===== src/sv/cvdc_pkg.sv =====
// Shared types and constants for the CO2 valve duty controller.
`default_nettype none

package cvdc_pkg;

    localparam int DUTY_WINDOW   = 50;
    localparam int DUTY_W        = $clog2(DUTY_WINDOW + 1);
    localparam int PERCENT_SCALE = 100;
    localparam int PROD_W        = $clog2(DUTY_WINDOW * PERCENT_SCALE + 1);

    localparam int PCT_W     = 7;
    localparam int DIV_BIT_W = 3;
    localparam int TICK_W    = 32;
    localparam int CO2_W     = 16;
    localparam int HUM_W     = 15;
    localparam int TEMP_W    = 16;
    localparam int CO2_REP_W = 17;
    localparam int TH_REP_W  = 16;
    localparam int ADDR_W    = 4;
    localparam int DATA_W    = 32;

    localparam logic [DIV_BIT_W-1:0] DIV_TOP_BIT      = DIV_BIT_W'(PCT_W - 1);
    localparam logic [TH_REP_W-1:0]  FAULT_REPORT_TH  = 16'hFF9D;
    localparam logic [CO2_REP_W-1:0] FAULT_REPORT_CO2 = 17'h1FFFF;

    localparam logic [CO2_W-1:0]  TARGET_RESET     = 16'd0;
    localparam logic [TICK_W-1:0] MIN_OPEN_RESET   = 32'd2000;
    localparam logic [TICK_W-1:0] MIN_CLOSED_RESET = 32'd10000;

    typedef enum logic [1:0] {
        REG_CO2_SETPOINT = 2'd0,
        REG_MIN_OPEN     = 2'd1,
        REG_MIN_CLOSED   = 2'd2
    } reg_idx_t;

    typedef struct packed {
        logic [CO2_W-1:0]  co2_setpoint;
        logic [TICK_W-1:0] min_open_ticks;
        logic [TICK_W-1:0] min_closed_ticks;
    } cfg_t;

    typedef enum logic [1:0] {
        ST_IDLE,
        ST_EVAL,
        ST_DIV,
        ST_FINISH
    } state_t;

    typedef struct packed {
        logic                 capture;
        logic                 eval;
        logic                 div_step;
        logic [DIV_BIT_W-1:0] div_bit;
        logic                 out_load;
    } cmd_t;

    typedef struct packed {
        logic decide;
        logic out_free;
    } status_t;

endpackage

`default_nettype wire


===== src/sv/cvdc_apb_regs.sv =====
// APB configuration registers: CO2 target and minimum open/closed times.
`default_nettype none

module cvdc_apb_regs
    import cvdc_pkg::*;
(
    input  wire logic              clk,
    input  wire logic              rst_n,
    input  wire logic              psel,
    input  wire logic              penable,
    input  wire logic              pwrite,
    input  wire logic [ADDR_W-1:0] paddr,
    input  wire logic [DATA_W-1:0] pwdata,
    output logic      [DATA_W-1:0] prdata,
    output logic                   pready,
    output cfg_t                   cfg
);

    cfg_t       cfg_reg;
    logic       wr_en;
    logic [1:0] idx;

    assign pready = 1'b1;
    assign wr_en  = psel & penable & pwrite;
    assign idx    = paddr[3:2];
    assign cfg    = cfg_reg;

    always_ff @(posedge clk or negedge rst_n)
    begin
        if (!rst_n)
        begin
            cfg_reg.co2_setpoint     <= TARGET_RESET;
            cfg_reg.min_open_ticks   <= MIN_OPEN_RESET;
            cfg_reg.min_closed_ticks <= MIN_CLOSED_RESET;
        end
        else if (wr_en)
        begin
            case (idx)
                REG_CO2_SETPOINT: cfg_reg.co2_setpoint     <= pwdata[CO2_W-1:0];
                REG_MIN_OPEN:     cfg_reg.min_open_ticks   <= pwdata[TICK_W-1:0];
                REG_MIN_CLOSED:   cfg_reg.min_closed_ticks <= pwdata[TICK_W-1:0];
                default:          ;
            endcase
        end
    end

    always_comb
    begin
        case (idx)
            REG_CO2_SETPOINT: prdata = DATA_W'(cfg_reg.co2_setpoint);
            REG_MIN_OPEN:     prdata = DATA_W'(cfg_reg.min_open_ticks);
            REG_MIN_CLOSED:   prdata = DATA_W'(cfg_reg.min_closed_ticks);
            default:          prdata = '0;
        endcase
    end

endmodule

`default_nettype wire


===== src/sv/cvdc_ctrl.sv =====
// Sequencer: capture, evaluate, bit-serial duty divide, result hand-off.
`default_nettype none

module cvdc_ctrl
    import cvdc_pkg::*;
(
    input  wire logic    clk,
    input  wire logic    rst_n,
    input  wire logic    in_valid,
    output logic         in_ready,
    input  wire status_t status,
    output cmd_t         cmd
);

    state_t               state_reg, state_next;
    logic [DIV_BIT_W-1:0] bit_reg, bit_next;

    always_ff @(posedge clk or negedge rst_n)
    begin
        if (!rst_n)
        begin
            state_reg <= ST_IDLE;
            bit_reg   <= '0;
        end
        else
        begin
            state_reg <= state_next;
            bit_reg   <= bit_next;
        end
    end

    always_comb
    begin
        state_next   = state_reg;
        bit_next     = bit_reg;
        in_ready     = 1'b0;
        cmd          = '0;
        cmd.div_bit  = bit_reg;
        case (state_reg)
            ST_IDLE:
            begin
                in_ready = 1'b1;
                if (in_valid)
                begin
                    cmd.capture = 1'b1;
                    state_next  = ST_EVAL;
                end
            end
            ST_EVAL:
            begin
                cmd.eval = 1'b1;
                if (status.decide)
                begin
                    bit_next   = DIV_TOP_BIT;
                    state_next = ST_DIV;
                end
                else
                begin
                    state_next = ST_FINISH;
                end
            end
            ST_DIV:
            begin
                cmd.div_step = 1'b1;
                if (bit_reg == '0)
                    state_next = ST_FINISH;
                else
                    bit_next = bit_reg - 1'b1;
            end
            ST_FINISH:
            begin
                if (status.out_free)
                begin
                    cmd.out_load = 1'b1;
                    state_next   = ST_IDLE;
                end
            end
            default:
            begin
                state_next = ST_IDLE;
            end
        endcase
    end

endmodule

`default_nettype wire


===== src/sv/cvdc_datapath.sv =====
// Datapath: valve timing state, duty estimate, restoring divider, result register.
`default_nettype none

module cvdc_datapath
    import cvdc_pkg::*;
(
    input  wire logic                    clk,
    input  wire logic                    rst_n,
    input  wire cfg_t                    cfg,
    input  wire cmd_t                    cmd,
    output status_t                      status,
    input  wire logic [TICK_W-1:0]       now_tick,
    input  wire logic [CO2_W-1:0]        co2_reading,
    input  wire logic                    co2_fault,
    input  wire logic [HUM_W-1:0]        humidity_reading,
    input  wire logic                    humidity_fault,
    input  wire logic signed [TEMP_W-1:0] temperature_reading,
    input  wire logic                    temperature_fault,
    output logic                         out_valid,
    input  wire logic                    out_ready,
    output logic                         valve_drive,
    output logic signed [CO2_REP_W-1:0]  co2_report,
    output logic signed [TH_REP_W-1:0]   humidity_report,
    output logic signed [TH_REP_W-1:0]   temperature_report,
    output logic [PCT_W-1:0]             valve_percent
);

    // captured request
    logic [TICK_W-1:0] now_reg;
    logic [CO2_W-1:0]  co2_reg;
    logic              co2_fault_reg;
    logic [HUM_W-1:0]  hum_reg;
    logic              hum_fault_reg;
    logic [TEMP_W-1:0] temp_reg;
    logic              temp_fault_reg;

    // controller state
    logic              valve_open_reg, valve_open_next;
    logic [TICK_W-1:0] opened_at_reg, opened_at_next;
    logic [TICK_W-1:0] closed_at_reg, closed_at_next;
    logic [DUTY_W-1:0] duty_sum_reg, duty_sum_next;
    logic [DUTY_W-1:0] duty_count_reg, duty_count_next;
    logic [PCT_W-1:0]  held_percent_reg, held_percent_next;

    // divider
    logic [PROD_W-1:0] rem_reg, rem_next;
    logic [PCT_W-1:0]  quo_reg, quo_next;

    logic              out_valid_reg;

    logic              open_elapsed, closed_elapsed, open_now, decide, div_hit;
    logic [PROD_W-1:0] trial;

    assign open_elapsed   = (now_reg - opened_at_reg) >= cfg.min_open_ticks;
    assign closed_elapsed = (now_reg - closed_at_reg) >= cfg.min_closed_ticks;
    assign open_now       = co2_reg < cfg.co2_setpoint;
    assign decide         = !co2_fault_reg && !valve_open_reg && closed_elapsed;

    assign trial   = PROD_W'(duty_count_reg) << cmd.div_bit;
    assign div_hit = rem_reg >= trial;

    assign status.decide   = decide;
    assign status.out_free = !out_valid_reg || out_ready;

    always_comb
    begin
        valve_open_next   = valve_open_reg;
        opened_at_next    = opened_at_reg;
        closed_at_next    = closed_at_reg;
        duty_sum_next     = duty_sum_reg;
        duty_count_next   = duty_count_reg;
        held_percent_next = held_percent_reg;
        rem_next          = rem_reg;
        quo_next          = quo_reg;

        if (cmd.eval)
        begin
            if (co2_fault_reg)
            begin
                valve_open_next = 1'b0;
                closed_at_next  = now_reg;
            end
            else if (valve_open_reg)
            begin
                if (open_elapsed)
                begin
                    valve_open_next = 1'b0;
                    closed_at_next  = now_reg;
                end
            end
            else if (closed_elapsed)
            begin
                if (open_now)
                begin
                    valve_open_next = 1'b1;
                    opened_at_next  = now_reg;
                    if (duty_sum_reg < DUTY_W'(DUTY_WINDOW))
                        duty_sum_next = duty_sum_reg + 1'b1;
                end
                else
                begin
                    closed_at_next = now_reg;
                    if (duty_sum_reg != '0)
                        duty_sum_next = duty_sum_reg - 1'b1;
                end
                if (duty_count_reg < DUTY_W'(DUTY_WINDOW))
                    duty_count_next = duty_count_reg + 1'b1;
            end
            // dividend for the duty estimate, sum * 100
            rem_next = PROD_W'(duty_sum_next) * PROD_W'(PERCENT_SCALE);
            quo_next = '0;
        end

        if (cmd.div_step)
        begin
            if (div_hit)
                rem_next = rem_reg - trial;
            quo_next = quo_reg | (PCT_W'(div_hit) << cmd.div_bit);
            if (cmd.div_bit == '0)
                held_percent_next = quo_next;
        end
    end

    always_ff @(posedge clk or negedge rst_n)
    begin
        if (!rst_n)
        begin
            valve_open_reg   <= 1'b0;
            opened_at_reg    <= '0;
            closed_at_reg    <= '0;
            duty_sum_reg     <= '0;
            duty_count_reg   <= '0;
            held_percent_reg <= '0;
            out_valid_reg    <= 1'b0;
        end
        else
        begin
            valve_open_reg   <= valve_open_next;
            opened_at_reg    <= opened_at_next;
            closed_at_reg    <= closed_at_next;
            duty_sum_reg     <= duty_sum_next;
            duty_count_reg   <= duty_count_next;
            held_percent_reg <= held_percent_next;
            if (cmd.out_load)
                out_valid_reg <= 1'b1;
            else if (out_ready)
                out_valid_reg <= 1'b0;
        end
    end

    always_ff @(posedge clk)
    begin
        rem_reg <= rem_next;
        quo_reg <= quo_next;
        if (cmd.capture)
        begin
            now_reg        <= now_tick;
            co2_reg        <= co2_reading;
            co2_fault_reg  <= co2_fault;
            hum_reg        <= humidity_reading;
            hum_fault_reg  <= humidity_fault;
            temp_reg       <= temperature_reading;
            temp_fault_reg <= temperature_fault;
        end
        if (cmd.out_load)
        begin
            valve_drive        <= valve_open_reg;
            co2_report         <= co2_fault_reg ? FAULT_REPORT_CO2 : {1'b0, co2_reg};
            humidity_report    <= hum_fault_reg ? FAULT_REPORT_TH : {1'b0, hum_reg};
            temperature_report <= temp_fault_reg ? FAULT_REPORT_TH : temp_reg;
            valve_percent      <= held_percent_reg;
        end
    end

    assign out_valid = out_valid_reg;

    a_pct_range: assert property (@(posedge clk) disable iff (!rst_n)
        held_percent_reg <= PCT_W'(PERCENT_SCALE))
        else $error("duty percentage above full scale");

    a_sum_le_count: assert property (@(posedge clk) disable iff (!rst_n)
        duty_sum_reg <= duty_count_reg)
        else $error("duty sum exceeds decision count");

    a_count_sat: assert property (@(posedge clk) disable iff (!rst_n)
        duty_count_reg <= DUTY_W'(DUTY_WINDOW))
        else $error("decision count past window");

    a_no_overwrite: assert property (@(posedge clk) disable iff (!rst_n)
        cmd.out_load |-> (!out_valid_reg || out_ready))
        else $error("result register overwritten before it was taken");

endmodule

`default_nettype wire


===== src/sv/co2_valve_duty_controller_unit.sv =====
// Top level of the CO2 valve duty controller: registers, sequencer and datapath.
//
// Usage
//   Input channel (in_valid/in_ready) carries one request: a sensor sample set with
//   its tick stamp. Output channel (out_valid/out_ready) returns one result per
//   request: valve drive, the three sensor reports and the held duty percentage.
//   Configuration goes through the APB port (target CO2 at 0x0, minimum open ticks
//   at 0x4, minimum closed ticks at 0x8); write only while no request is in flight.
// Timing
//   in_ready is high only in the idle state. A request that leads to an open/stay
//   shut decision runs a 7-step restoring divide for sum*100/count, one quotient
//   bit a cycle, before its result is loaded; any other request skips the divide
//   and goes from evaluation straight to the finish state.
// Stall
//   The result sits in an output register; the next request is still taken while
//   it waits. If the previous result is still untaken when a new one is ready, the
//   sequencer holds in its finish state and in_ready stays low until it is taken.
// Reset
//   rst_n is asynchronous, active low: valve closed, tick marks and duty estimate
//   cleared, registers back to target 0, open 2000, closed 10000, no result held.
`default_nettype none

module co2_valve_duty_controller_unit
    import cvdc_pkg::*;
(
    input  wire logic                     clk,
    input  wire logic                     rst_n,
    // configuration
    input  wire logic                     psel,
    input  wire logic                     penable,
    input  wire logic                     pwrite,
    input  wire logic [ADDR_W-1:0]        paddr,
    input  wire logic [DATA_W-1:0]        pwdata,
    output logic      [DATA_W-1:0]        prdata,
    output logic                          pready,
    // request channel
    input  wire logic                     in_valid,
    output logic                          in_ready,
    input  wire logic [TICK_W-1:0]        now_tick,
    input  wire logic [CO2_W-1:0]         co2_reading,
    input  wire logic                     co2_fault,
    input  wire logic [HUM_W-1:0]         humidity_reading,
    input  wire logic                     humidity_fault,
    input  wire logic signed [TEMP_W-1:0] temperature_reading,
    input  wire logic                     temperature_fault,
    // result channel
    output logic                          out_valid,
    input  wire logic                     out_ready,
    output logic                          valve_drive,
    output logic signed [CO2_REP_W-1:0]   co2_report,
    output logic signed [TH_REP_W-1:0]    humidity_report,
    output logic signed [TH_REP_W-1:0]    temperature_report,
    output logic [PCT_W-1:0]              valve_percent
);

    cfg_t    cfg;
    cmd_t    cmd;
    status_t status;

    cvdc_apb_regs u_regs (
        .clk     (clk),
        .rst_n   (rst_n),
        .psel    (psel),
        .penable (penable),
        .pwrite  (pwrite),
        .paddr   (paddr),
        .pwdata  (pwdata),
        .prdata  (prdata),
        .pready  (pready),
        .cfg     (cfg)
    );

    // sequencer: owns the request handshake and steps the datapath
    cvdc_ctrl u_ctrl (
        .clk      (clk),
        .rst_n    (rst_n),
        .in_valid (in_valid),
        .in_ready (in_ready),
        .status   (status),
        .cmd      (cmd)
    );

    // datapath: timing marks, duty estimate, divider and the result register
    cvdc_datapath u_dp (
        .clk                 (clk),
        .rst_n               (rst_n),
        .cfg                 (cfg),
        .cmd                 (cmd),
        .status              (status),
        .now_tick            (now_tick),
        .co2_reading         (co2_reading),
        .co2_fault           (co2_fault),
        .humidity_reading    (humidity_reading),
        .humidity_fault      (humidity_fault),
        .temperature_reading (temperature_reading),
        .temperature_fault   (temperature_fault),
        .out_valid           (out_valid),
        .out_ready           (out_ready),
        .valve_drive         (valve_drive),
        .co2_report          (co2_report),
        .humidity_report     (humidity_report),
        .temperature_report  (temperature_report),
        .valve_percent       (valve_percent)
    );

endmodule

`default_nettype wire


===== config.mk =====
export PLATFORM = sky130hd
export DESIGN_NAME = co2_valve_duty_controller_unit
export DESIGN_NICKNAME = d
export VERILOG_FILES = /design/src/sv/cvdc_pkg.sv /design/src/sv/cvdc_apb_regs.sv /design/src/sv/cvdc_ctrl.sv /design/src/sv/cvdc_datapath.sv /design/src/sv/co2_valve_duty_controller_unit.sv
export SDC_FILE = /design/constraint.sdc
export NUM_CORES = 1
export LEC_CHECK = 0
export BUFFER_PORTS_ARGS = -buffer_cell sky130_fd_sc_hd__buf_2
export CAP_MARGIN = 20
export CORE_MARGIN = 10
export CORE_UTILIZATION = 35
export DETAILED_ROUTE_END_ITERATION = 16
export PLACE_DENSITY = 0.63
export SLEW_MARGIN = 20
export SYNTH_ARGS = -nofsm -noshare
export SYNTH_HDL_FRONTEND = slang
export SYNTH_SLANG_ARGS = --single-unit

===== constraint.sdc =====
create_clock -name clk -period 7 [get_ports clk]
set_clock_uncertainty 0.05 [all_clocks]
set_input_delay 0 -clock clk [delete_from_list [all_inputs] [get_ports clk]]
set_output_delay 0 -clock clk [all_outputs]
set_load 0.02 [all_outputs]

==> metrics, run 1 <==
status finished, final reports clean; Root Buffer clkbuf_16; vias in the first global route 16292; FF-to-FF Start u_dp.now_reg[0]$_DFFE_PP_; largest net degree at the start of global routing 64; Hold Worst Slack 0.0693 ns; Non-Filler Cell Area, Final 0.0252 mm²; cell row count 87; CP Data Required Time 7.41 ns; Layout area overhead 26.6%; layer with the highest usage met2; TNS Setup 0 ns; die area 0.0667 mm²; Reg area 0.00891 mm²; final period utilization 96.9%; Setup WS pre-CTS -0.128 ns; crit path DAT 7.20 ns; critical path endpoint category flop; RSZ-0062 raised after global routing yes; first-pass GRT wire length 89.9 mm; met1 Use GR 21.6%; TritonCTS clock tree yes; fmax 0.147 GHz; syn_area_per_cell 10.2 µm²; Primary FF master, synth dfrtp_1; Hold Path Class in -> reg; IO Count 217; Worst-Margin Slew 0.957 ns; core area 0.0563 mm²; Hold Vio Cnt, Final 0; critical path launch point type flop; post-DP HPWL 42.3 mm; end-of-flow core utilization 44.7%; dpl cells 2903; Worst-Skew Late Latency 0.59 ns; H-tree levels 2; Reg clk slew, reported paths 0.06 ns; Avg Vias per Cell 5.22; GR Util met3 2.38%; Num CTS Buffers 41; Post-synth EDFFs 146; Max-Cap Viols 0; Cells after Synth 1951; 1st-iter DRT viols 885; Tmin final 6.78 ns; fin cells 3123; via count 16297; Global Route Usage Sum 16.6%; total power 12.4 mW; WL per Instance 18.4 µm; Max-slew headroom 36.0%; Final Wtd Congestion 0.888; initial antenna violation count 4; crit-path most repeated cell ha_4; DR DRC count 0; pwr/cell area 495 mW/mm²; layout cells sized above 1 21.7%; hold_sp now_tick[20]; # fillers 5242; Initial Utilization 35.3%; final setup vio count 0; DIE WIDTH 258 µm; sequential fraction of the synthesis area 44.8%; Die H 258 µm; crit path max fanout 7; Ys Warns 0; Max VDD drop 0.294 mV; CP peak stage delay 0.40 ns; nets 2647; 1st-pass router iterations 5; I/O Buffers 213; GRT met2 Usage 28.2%; total gr overflow 0; mapped cell area 0.0199 mm²; dpl cell area 0.0220 mm²; Clock Sinks 329; fraction of registers with async set/reset 51.7%; area of the multi-input gates 0.0104 mm²; leak pwr 11.1 nW; Yosys reg bits 329; CP max stage cell edfxtp_1; final antenna-violating net count 0; syn_nets 2266; max reg flops 80; worst setup margin 0.217 ns; CP startpoint u_dp.now_reg[0]$_DFFE_PP_; Setup CP Type reg -> reg; final wirelength 57.4 mm; Netlist cell types 100; Slew Viols, Final 0; worst-case clock buffer depth 3
path summary, 6_finish.rpt:
kind | endpoint | cells after the start | slack (ns)
setup / recovery | u_dp.rem_reg[12]$_DFF_P_ | 34 | 0.22
hold / removal | u_dp.now_reg[20]$_DFFE_PP_ | 2 | 0.07
setup reg to reg | u_dp.rem_reg[12]$_DFF_P_ | 34 | 0.22
hold reg to reg | u_dp.valve_percent[0]$_DFFE_PP_ | 0 | 0.40
max in group asynchronous | u_dp.duty_sum_reg[4]$_DFFE_PN0P_ | 4 | 5.59
min in group asynchronous | u_dp.opened_at_reg[3]$_DFFE_PN0P_ | 4 | 0.50
synthesized netlist by cell type (13+ instances only):
master     number  share of area, %
nand2_1       217               4.1
ha_1          186                12
inv_1         178               3.4
dfrtp_1       159                20
edfxtp_1      146                22
o21ai_0       137               3.5
a21oi_1        96               2.4
nor2_1         62               1.2
clkbuf_1       60               1.1
a21o_1         57               2.2
xnor2_1        47               2.1
or2_2          45               1.4
o211ai_1       41               1.5
mux2_1         37               2.1
mux2i_1        33               1.7
o2111ai_1      33               1.5
nand3_1        26              0.65
nor2b_1        26              0.82
mux2_2         25               1.4
xor2_1         24               1.1
nor3_1         23              0.58
nand4_1        19              0.60
a22o_1         17              0.75
a31oi_1        16              0.50
a211oi_1       14              0.53
o21a_1         14              0.53
dfxtp_1        13               1.3
cells in the final DEF (no fill, tap or decap), types with 45 or more instances in the layout:
master / n
a21o_1: 57
dlygate4sd3_1: 118
a21oi_1: 89
nor2_1: 61
o21ai_0: 136
buf_4: 78
inv_1: 175
edfxtp_1: 146
ha_1: 167
or2_2: 45
xnor2_1: 46
buf_2: 212
nand2_1: 216
dfrtp_1: 159
power by group:
part	switching [mW]	leakage [nW]	internal, mW
registers	0.386	3.48	2.71
logic	4.12	6.95	3.12
clock network	0.884	0.642	1.22
total	5.39	11.1	7.06
routing by layer:
| layer | share of wire (%) | routed length (µm) | vias up |
|---|---|---|---|
| li1 | - | - | 7840 |
| met5 | 0.042 | 24 | - |
| met2 | 48 | 27700 | 419 |
| met3 | 4.7 | 2700 | 109 |
| met4 | 2.7 | 1520 | 4 |
| met1 | 44 | 25500 | 7925 |
layout make-up:
class                      count  area share [%]
tap                          756            3.76
timing repair buffer         412            11.5
multi-input combinational   1367            41.3
sequential                   329            35.4
inverter                     181            2.70
clock buffer                  55            4.33
antenna                        2          0.0199
clock inverter                21            1.01
worst max-delay path, delay by kind of cell, from the launching register on:
family	cells	cell delay (ns)
fa+ha+maj	7	1.72
xor+xnor	2	0.33
flops	1	0.40
simple gates	7	1.30
buf+inv	4	0.42
compound gates	13	2.37
mux	1	0.09
logic make-up after synthesis:
kind of cell / count (synthesis) / synth area share [%]
flops: 329 / 44.8
mux: 95 / 5.18
buf+inv: 255 / 5.01
simple gates: 489 / 11.8
fa+ha+maj: 190 / 12.1
compound gates: 521 / 17.9
other cells: 1 / 0.0189
xor+xnor: 71 / 3.13
repair_timing:
action,4_1_cts,5_1_grt
pin swaps,8,37
gates resized for setup,11,51
hold buffers,119,0
endpoints found under the setup margin,3,4
endpoints found under the hold margin,223,0
setup buffers,9,14
No activity file was read; power rests on OpenSTA's default activity.
==> inputs of run 2 (changes only) <==
==> constraint.sdc (replaced) <==
create_clock -name clk -period 5.7 [get_ports clk]
set_clock_uncertainty 0.05 [all_clocks]
set_input_delay 0 -clock clk [delete_from_list [all_inputs] [get_ports clk]]
set_output_delay 0 -clock clk [all_outputs]
set_load 0.02 [all_outputs]
==> metrics, run 2 (synthesis results as in run 1) <==
DIE WIDTH 258 µm; Setup CP Type reg -> reg; reg2reg setup slack -0.98 ns; CP peak stage delay 0.50 ns; reg-to-reg endpoint u_dp.rem_reg[12]$_DFF_P_; Max VDD drop 0.305 mV; CP Data Required Time 6.15 ns; failing checks setup timing; final antenna-violating net count 0; crit path DAT 7.12 ns; FF-to-FF Start u_dp.now_reg[11]$_DFFE_PP_; die area 0.0667 mm²; pwr/cell area 614 mW/mm²; 1st-pass router iterations 5; H-tree levels 2; Avg Vias per Cell 5.07; status finished, violations left; Global Route Usage Sum 16.9%; Hold Vio Cnt, Final 0; Die H 258 µm; total power 16.2 mW; Final Wtd Congestion 0.910; Hold Worst Slack 0.0352 ns; vias in the first global route 16909; crit path max fanout 7; Hold Path Class in -> async; total gr overflow 0; core area 0.0563 mm²; Num CTS Buffers 41; largest net degree at the start of global routing 64; Clock Sinks 329; first-pass GRT wire length 91.7 mm; initial antenna violation count 3; TritonCTS clock tree yes; nets 2790; leak pwr 11.8 nW; R2R depth 30; DR DRC count 0; fmax 0.150 GHz; max reg flops 80; CP max stage cell or4_1; final wirelength 58.0 mm; Initial Utilization 35.3%; final setup vio count 6; Worst-Skew Late Latency 0.56 ns; critical path launch point type flop; 1st-iter DRT viols 1098; Max-Cap Viols 0; fin cells 3266; RSZ-0062 raised after global routing yes; dpl cells 3055; final period utilization 117%; WL per Instance 17.7 µm; worst-case clock buffer depth 3; Root Buffer clkbuf_16; Layout area overhead 32.7%; critical path endpoint category flop; post-DP HPWL 43.7 mm; Reg clk slew, reported paths 0.06 ns; worst setup margin -0.976 ns; Tmin final 6.68 ns; CP startpoint u_dp.now_reg[11]$_DFFE_PP_; Max-slew headroom 36.3%; I/O Buffers 213; IO Count 217; Worst-Margin Slew 0.953 ns; most frequent cells in the layout 217 x nand2_1, 217 x buf_4, 212 x buf_2, 175 x inv_1, 166 x ha_1; Slew Viols, Final 0; cell row count 87; via count 16573; layout cells sized above 1 26.4%
[run 2: cell types whose count changed in the layout (fill, tap and decap cells not counted), sizes merged]
cell         before  now
buf             294  438
clkinvlp          3    1
dlygate4sd3     118  117
clkinv           16   15
bufinv            3    6
[run 2: metal layers]
layer / vias up / global-route usage [%] / part of all wire [%]
li1: 8107 / - / -
met1: 8009 / 21.8 / 45
met2: 365 / 29.0 / 48
met3: 92 / 2.49 / 4.0
met4: 0 / 4.79 / 2.5
met5: - / 0 / 0
[run 2: area by class of cell]
cell class | instances | area (µm²)
antenna | 2 | 5.00
inverter | 181 | 679
clock buffer | 55 | 1130
clock inverter | 21 | 290
multi-input combinational | 1367 | 10400
timing repair buffer | 555 | 3980
tap | 756 | 946
fill | 5131 | 29900
sequential | 329 | 8910
[run 2: timing repair]
item / CTS / global route
setup buffers: 12 / 5
resized for setup: 34 / 25
gates cloned: 0 / 0
hold buffers: 118 / 0
setup endpoints to repair: 7 / 8
pin swaps: 32 / 32
endpoints found under the hold margin: 223 / 0
[run 2: worst max-delay path by stage]
| stage | endpoint | slack, ns | depth (start not counted) |
|---|---|---|---|
| 6_report | u_dp.rem_reg[12]$_DFF_P_ | -0.98 | 30 |
| 2_1_floorplan | u_dp.rem_reg[12]$_DFF_P_ | -0.71 | 30 |
| 3_3_place_gp | u_dp.rem_reg[11]$_DFF_P_ | -1.03 | 30 |
| 5_1_grt | u_dp.rem_reg[12]$_DFF_P_ | -1.36 | 33 |
| 4_1_cts | u_dp.rem_reg[11]$_DFF_P_ | -0.96 | 31 |
| 3_5_place_dp | u_dp.rem_reg[12]$_DFF_P_ | -1.20 | 29 |
[run 2: critical path: cells and delay by family (launching register included)]
family          cells  cell delay [ns]
flops               1             0.42
buf+inv             1             0.12
compound gates     13             2.14
fa+ha+maj           6             1.63
mux                 1             0.10
simple gates        8             1.99
xor+xnor            1             0.15
[run 2: stage by stage]
stage          setup TNS, ns  area [µm²]  util [%]  setup WS (ns)
6_report               -4.53       26400      46.9         -0.976
5_1_grt                -7.05       26400      46.9          -1.36
4_1_cts                -4.74       26200      46.5         -0.964
3_5_place_dp           -6.10       23300      41.3          -1.20
3_3_place_gp           -5.18       23300      41.3          -1.03
2_1_floorplan          -2.85       20000         -         -0.711
[run 2: where the power goes]
| group | switching (mW) | internal (mW) | leakage, nW |
|---|---|---|---|
| logic | 5.20 | 4.52 | 7.66 |
| clock network | 1.05 | 1.68 | 0.691 |
| registers | 0.428 | 3.33 | 3.48 |
| total | 6.68 | 9.52 | 11.8 |
==> inputs of run 3 (changes only) <==
--- a/config.mk
+++ b/config.mk
@@ -11,6 +11,7 @@
 export CORE_UTILIZATION = 35
 export DETAILED_ROUTE_END_ITERATION = 16
 export PLACE_DENSITY = 0.63
+export REMOVE_ABC_BUFFERS = 1
 export SLEW_MARGIN = 20
 export SYNTH_ARGS = -nofsm -noshare
 export SYNTH_HDL_FRONTEND = slang
==> metrics, run 3 (synthesis results as in run 1) <==
GRT met2 Usage 28.9%; DIE WIDTH 258 µm; via count 16962; Setup WS pre-CTS -1.37 ns; most common library cell in the layout ignoring fill and taps nand2_1; WL per Instance 18.9 µm; Die H 258 µm; Global Route Usage Sum 17.5%; Initial Utilization 35.3%; RSZ-0062 raised after global routing yes; Max VDD drop 0.395 mV; max reg flops 80; CP Data Required Time 6.05 ns; initial antenna violation count 1; Final Wtd Congestion 0.934; DR DRC count 0; Hold Path Class in -> async; fmax 0.146 GHz; cell row count 87; # fillers 5117; largest net degree at the start of global routing 151; critical path launch point type flop; layout cells sized above 1 27.1%; leak pwr 11.9 nW; final wirelength 61.7 mm; total gr overflow 0; first-pass GRT wire length 93.8 mm; Clk pwr share 14.7%; Root Buffer clkbuf_16; critical path endpoint category flop; post-DP HPWL 43.3 mm; crit-path most repeated cell ha_4; final setup vio count 8; combinational share of power 62.7%; Hold Vio Cnt, Final 0; CP peak stage delay 0.40 ns; most frequent cells in the layout 215 x nand2_1, 212 x buf_2, 208 x buf_4, 175 x inv_1, 169 x ha_1; Layout area overhead 32.5%; vias in the first global route 17166; Max-slew headroom 28.2%; H-tree levels 2; Num CTS Buffers 38; Max-Cap Viols 0; 1st-iter DRT viols 1178; Clock Sinks 329; Avg Vias per Cell 5.20; pwr/cell area 633 mW/mm²; final antenna-violating net count 0; met1 Use GR 22.7%; Reg clk slew, reported paths 0.06 ns; total power 16.7 mW; final period utilization 120%; TritonCTS clock tree yes; core area 0.0563 mm²; die area 0.0667 mm²; Worst-Skew Late Latency 0.57 ns; internal power 9.55 mW; fin cells 3260; worst setup margin -1.16 ns; Setup CP Type reg -> reg; status finished, violations left; layer with the highest usage met2; worst-case clock buffer depth 3; GR Util met3 3.56%; dpl cell area 0.0231 mm²; Slew Viols, Final 0; dpl cells 3039; crit path max fanout 3; Non-Filler Cell Area, Final 0.0263 mm²; reg2reg setup slack -1.16 ns; Worst-Margin Slew 1.08 ns; switching share of power 42.7%; nets 2787; crit path DAT 7.20 ns; IO Count 217; Reg power frac 22.6%; 1st-pass router iterations 6; I/O Buffers 213; Psw 7.11 mW; Tmin final 6.86 ns; CP max stage cell edfxtp_1; failing checks setup timing
-- run 3: cell count changes in the layout (fill, tap and decap cells not counted), sizes merged --
cell / before / now
clkbuf: 55 / 58
clkinv: 15 / 14
dlygate4sd3: 117 / 118
buf: 438 / 433
bufinv: 6 / 2
-- run 3: path summary, 6_finish.rpt --
check | startpoint | to | depth (start not counted)
max reg2reg | u_dp.now_reg[0]$_DFFE_PP_ | u_dp.rem_reg[12]$_DFF_P_ | 33
min in group clk | penable | u_regs.cfg[65]$_DFFE_PN0P_ | 3
min reg2reg | u_dp.held_percent_reg[4]$_DFFE_PN0P_ | u_dp.valve_percent[4]$_DFFE_PP_ | 0
max in group asynchronous | rst_n | u_dp.held_percent_reg[4]$_DFFE_PN0P_ | 3
min | rst_n | u_dp.duty_sum_reg[2]$_DFFE_PN0P_ | 3
max | u_dp.now_reg[0]$_DFFE_PP_ | u_dp.rem_reg[12]$_DFF_P_ | 33
-- run 3: area by class of cell --
type	instances	area, µm²	share of cell area, %
Clock buffer	54	1070	4.07
Timing Repair Buffer	555	4100	15.6
Clock inverter	16	146	0.556
Inverter	181	679	2.58
Sequential cell	329	8910	33.8
Antenna cell	2	5.00	0.0190
Multi-Input combinational cell	1367	10500	39.8
Tap cell	756	946	3.59
-- run 3: power groups by stage --
stage	clock network [mW]	logic (mW)	registers [mW]
4_1_cts	2.51	9.81	3.76
3_5_place_dp	0	9.14	3.80
2_1_floorplan	0	5.74	3.85
3_3_place_gp	0	8.90	3.76
5_1_grt	2.59	11.4	3.86
6_report	2.45	10.4	3.77
-- run 3: routing by layer --
| layer | part of all wire (%) | routed length (µm) |
|---|---|---|
| met5 | 0 | 0 |
| met1 | 44 | 27100 |
| met4 | 3.0 | 1870 |
| met2 | 46 | 28100 |
| met3 | 7.5 | 4660 |
-- run 3: critical path, delay by kind of cell, from the launching register on --
family | cells | cell delay, ns
mux | 1 | 0.12
compound gates | 16 | 3.18
flops | 1 | 0.40
simple gates | 5 | 0.83
fa+ha+maj | 7 | 1.75
buf+inv | 3 | 0.26
xor+xnor | 1 | 0.08
-- run 3: repair_timing --
action,4_1_cts,5_1_grt
buffers inserted,14,13
hold buffers,118,0
pin swaps,39,35
setup endpoints to repair,7,82
endpoints found under the hold margin,324,0
cloned,0,5
resized for setup,35,63
-- run 3: per-stage QoR --
step,util [%],hold WS (ns),setup TNS (ns)
floorplan,-,-0.346,-5.73
global placement,41.0,-0.173,-6.55
detailed placement,41.0,-0.172,-7.32
CTS,45.9,0.0576,-6.29
global route,46.8,0.0625,-13.66
finish,46.8,0.0454,-5.98
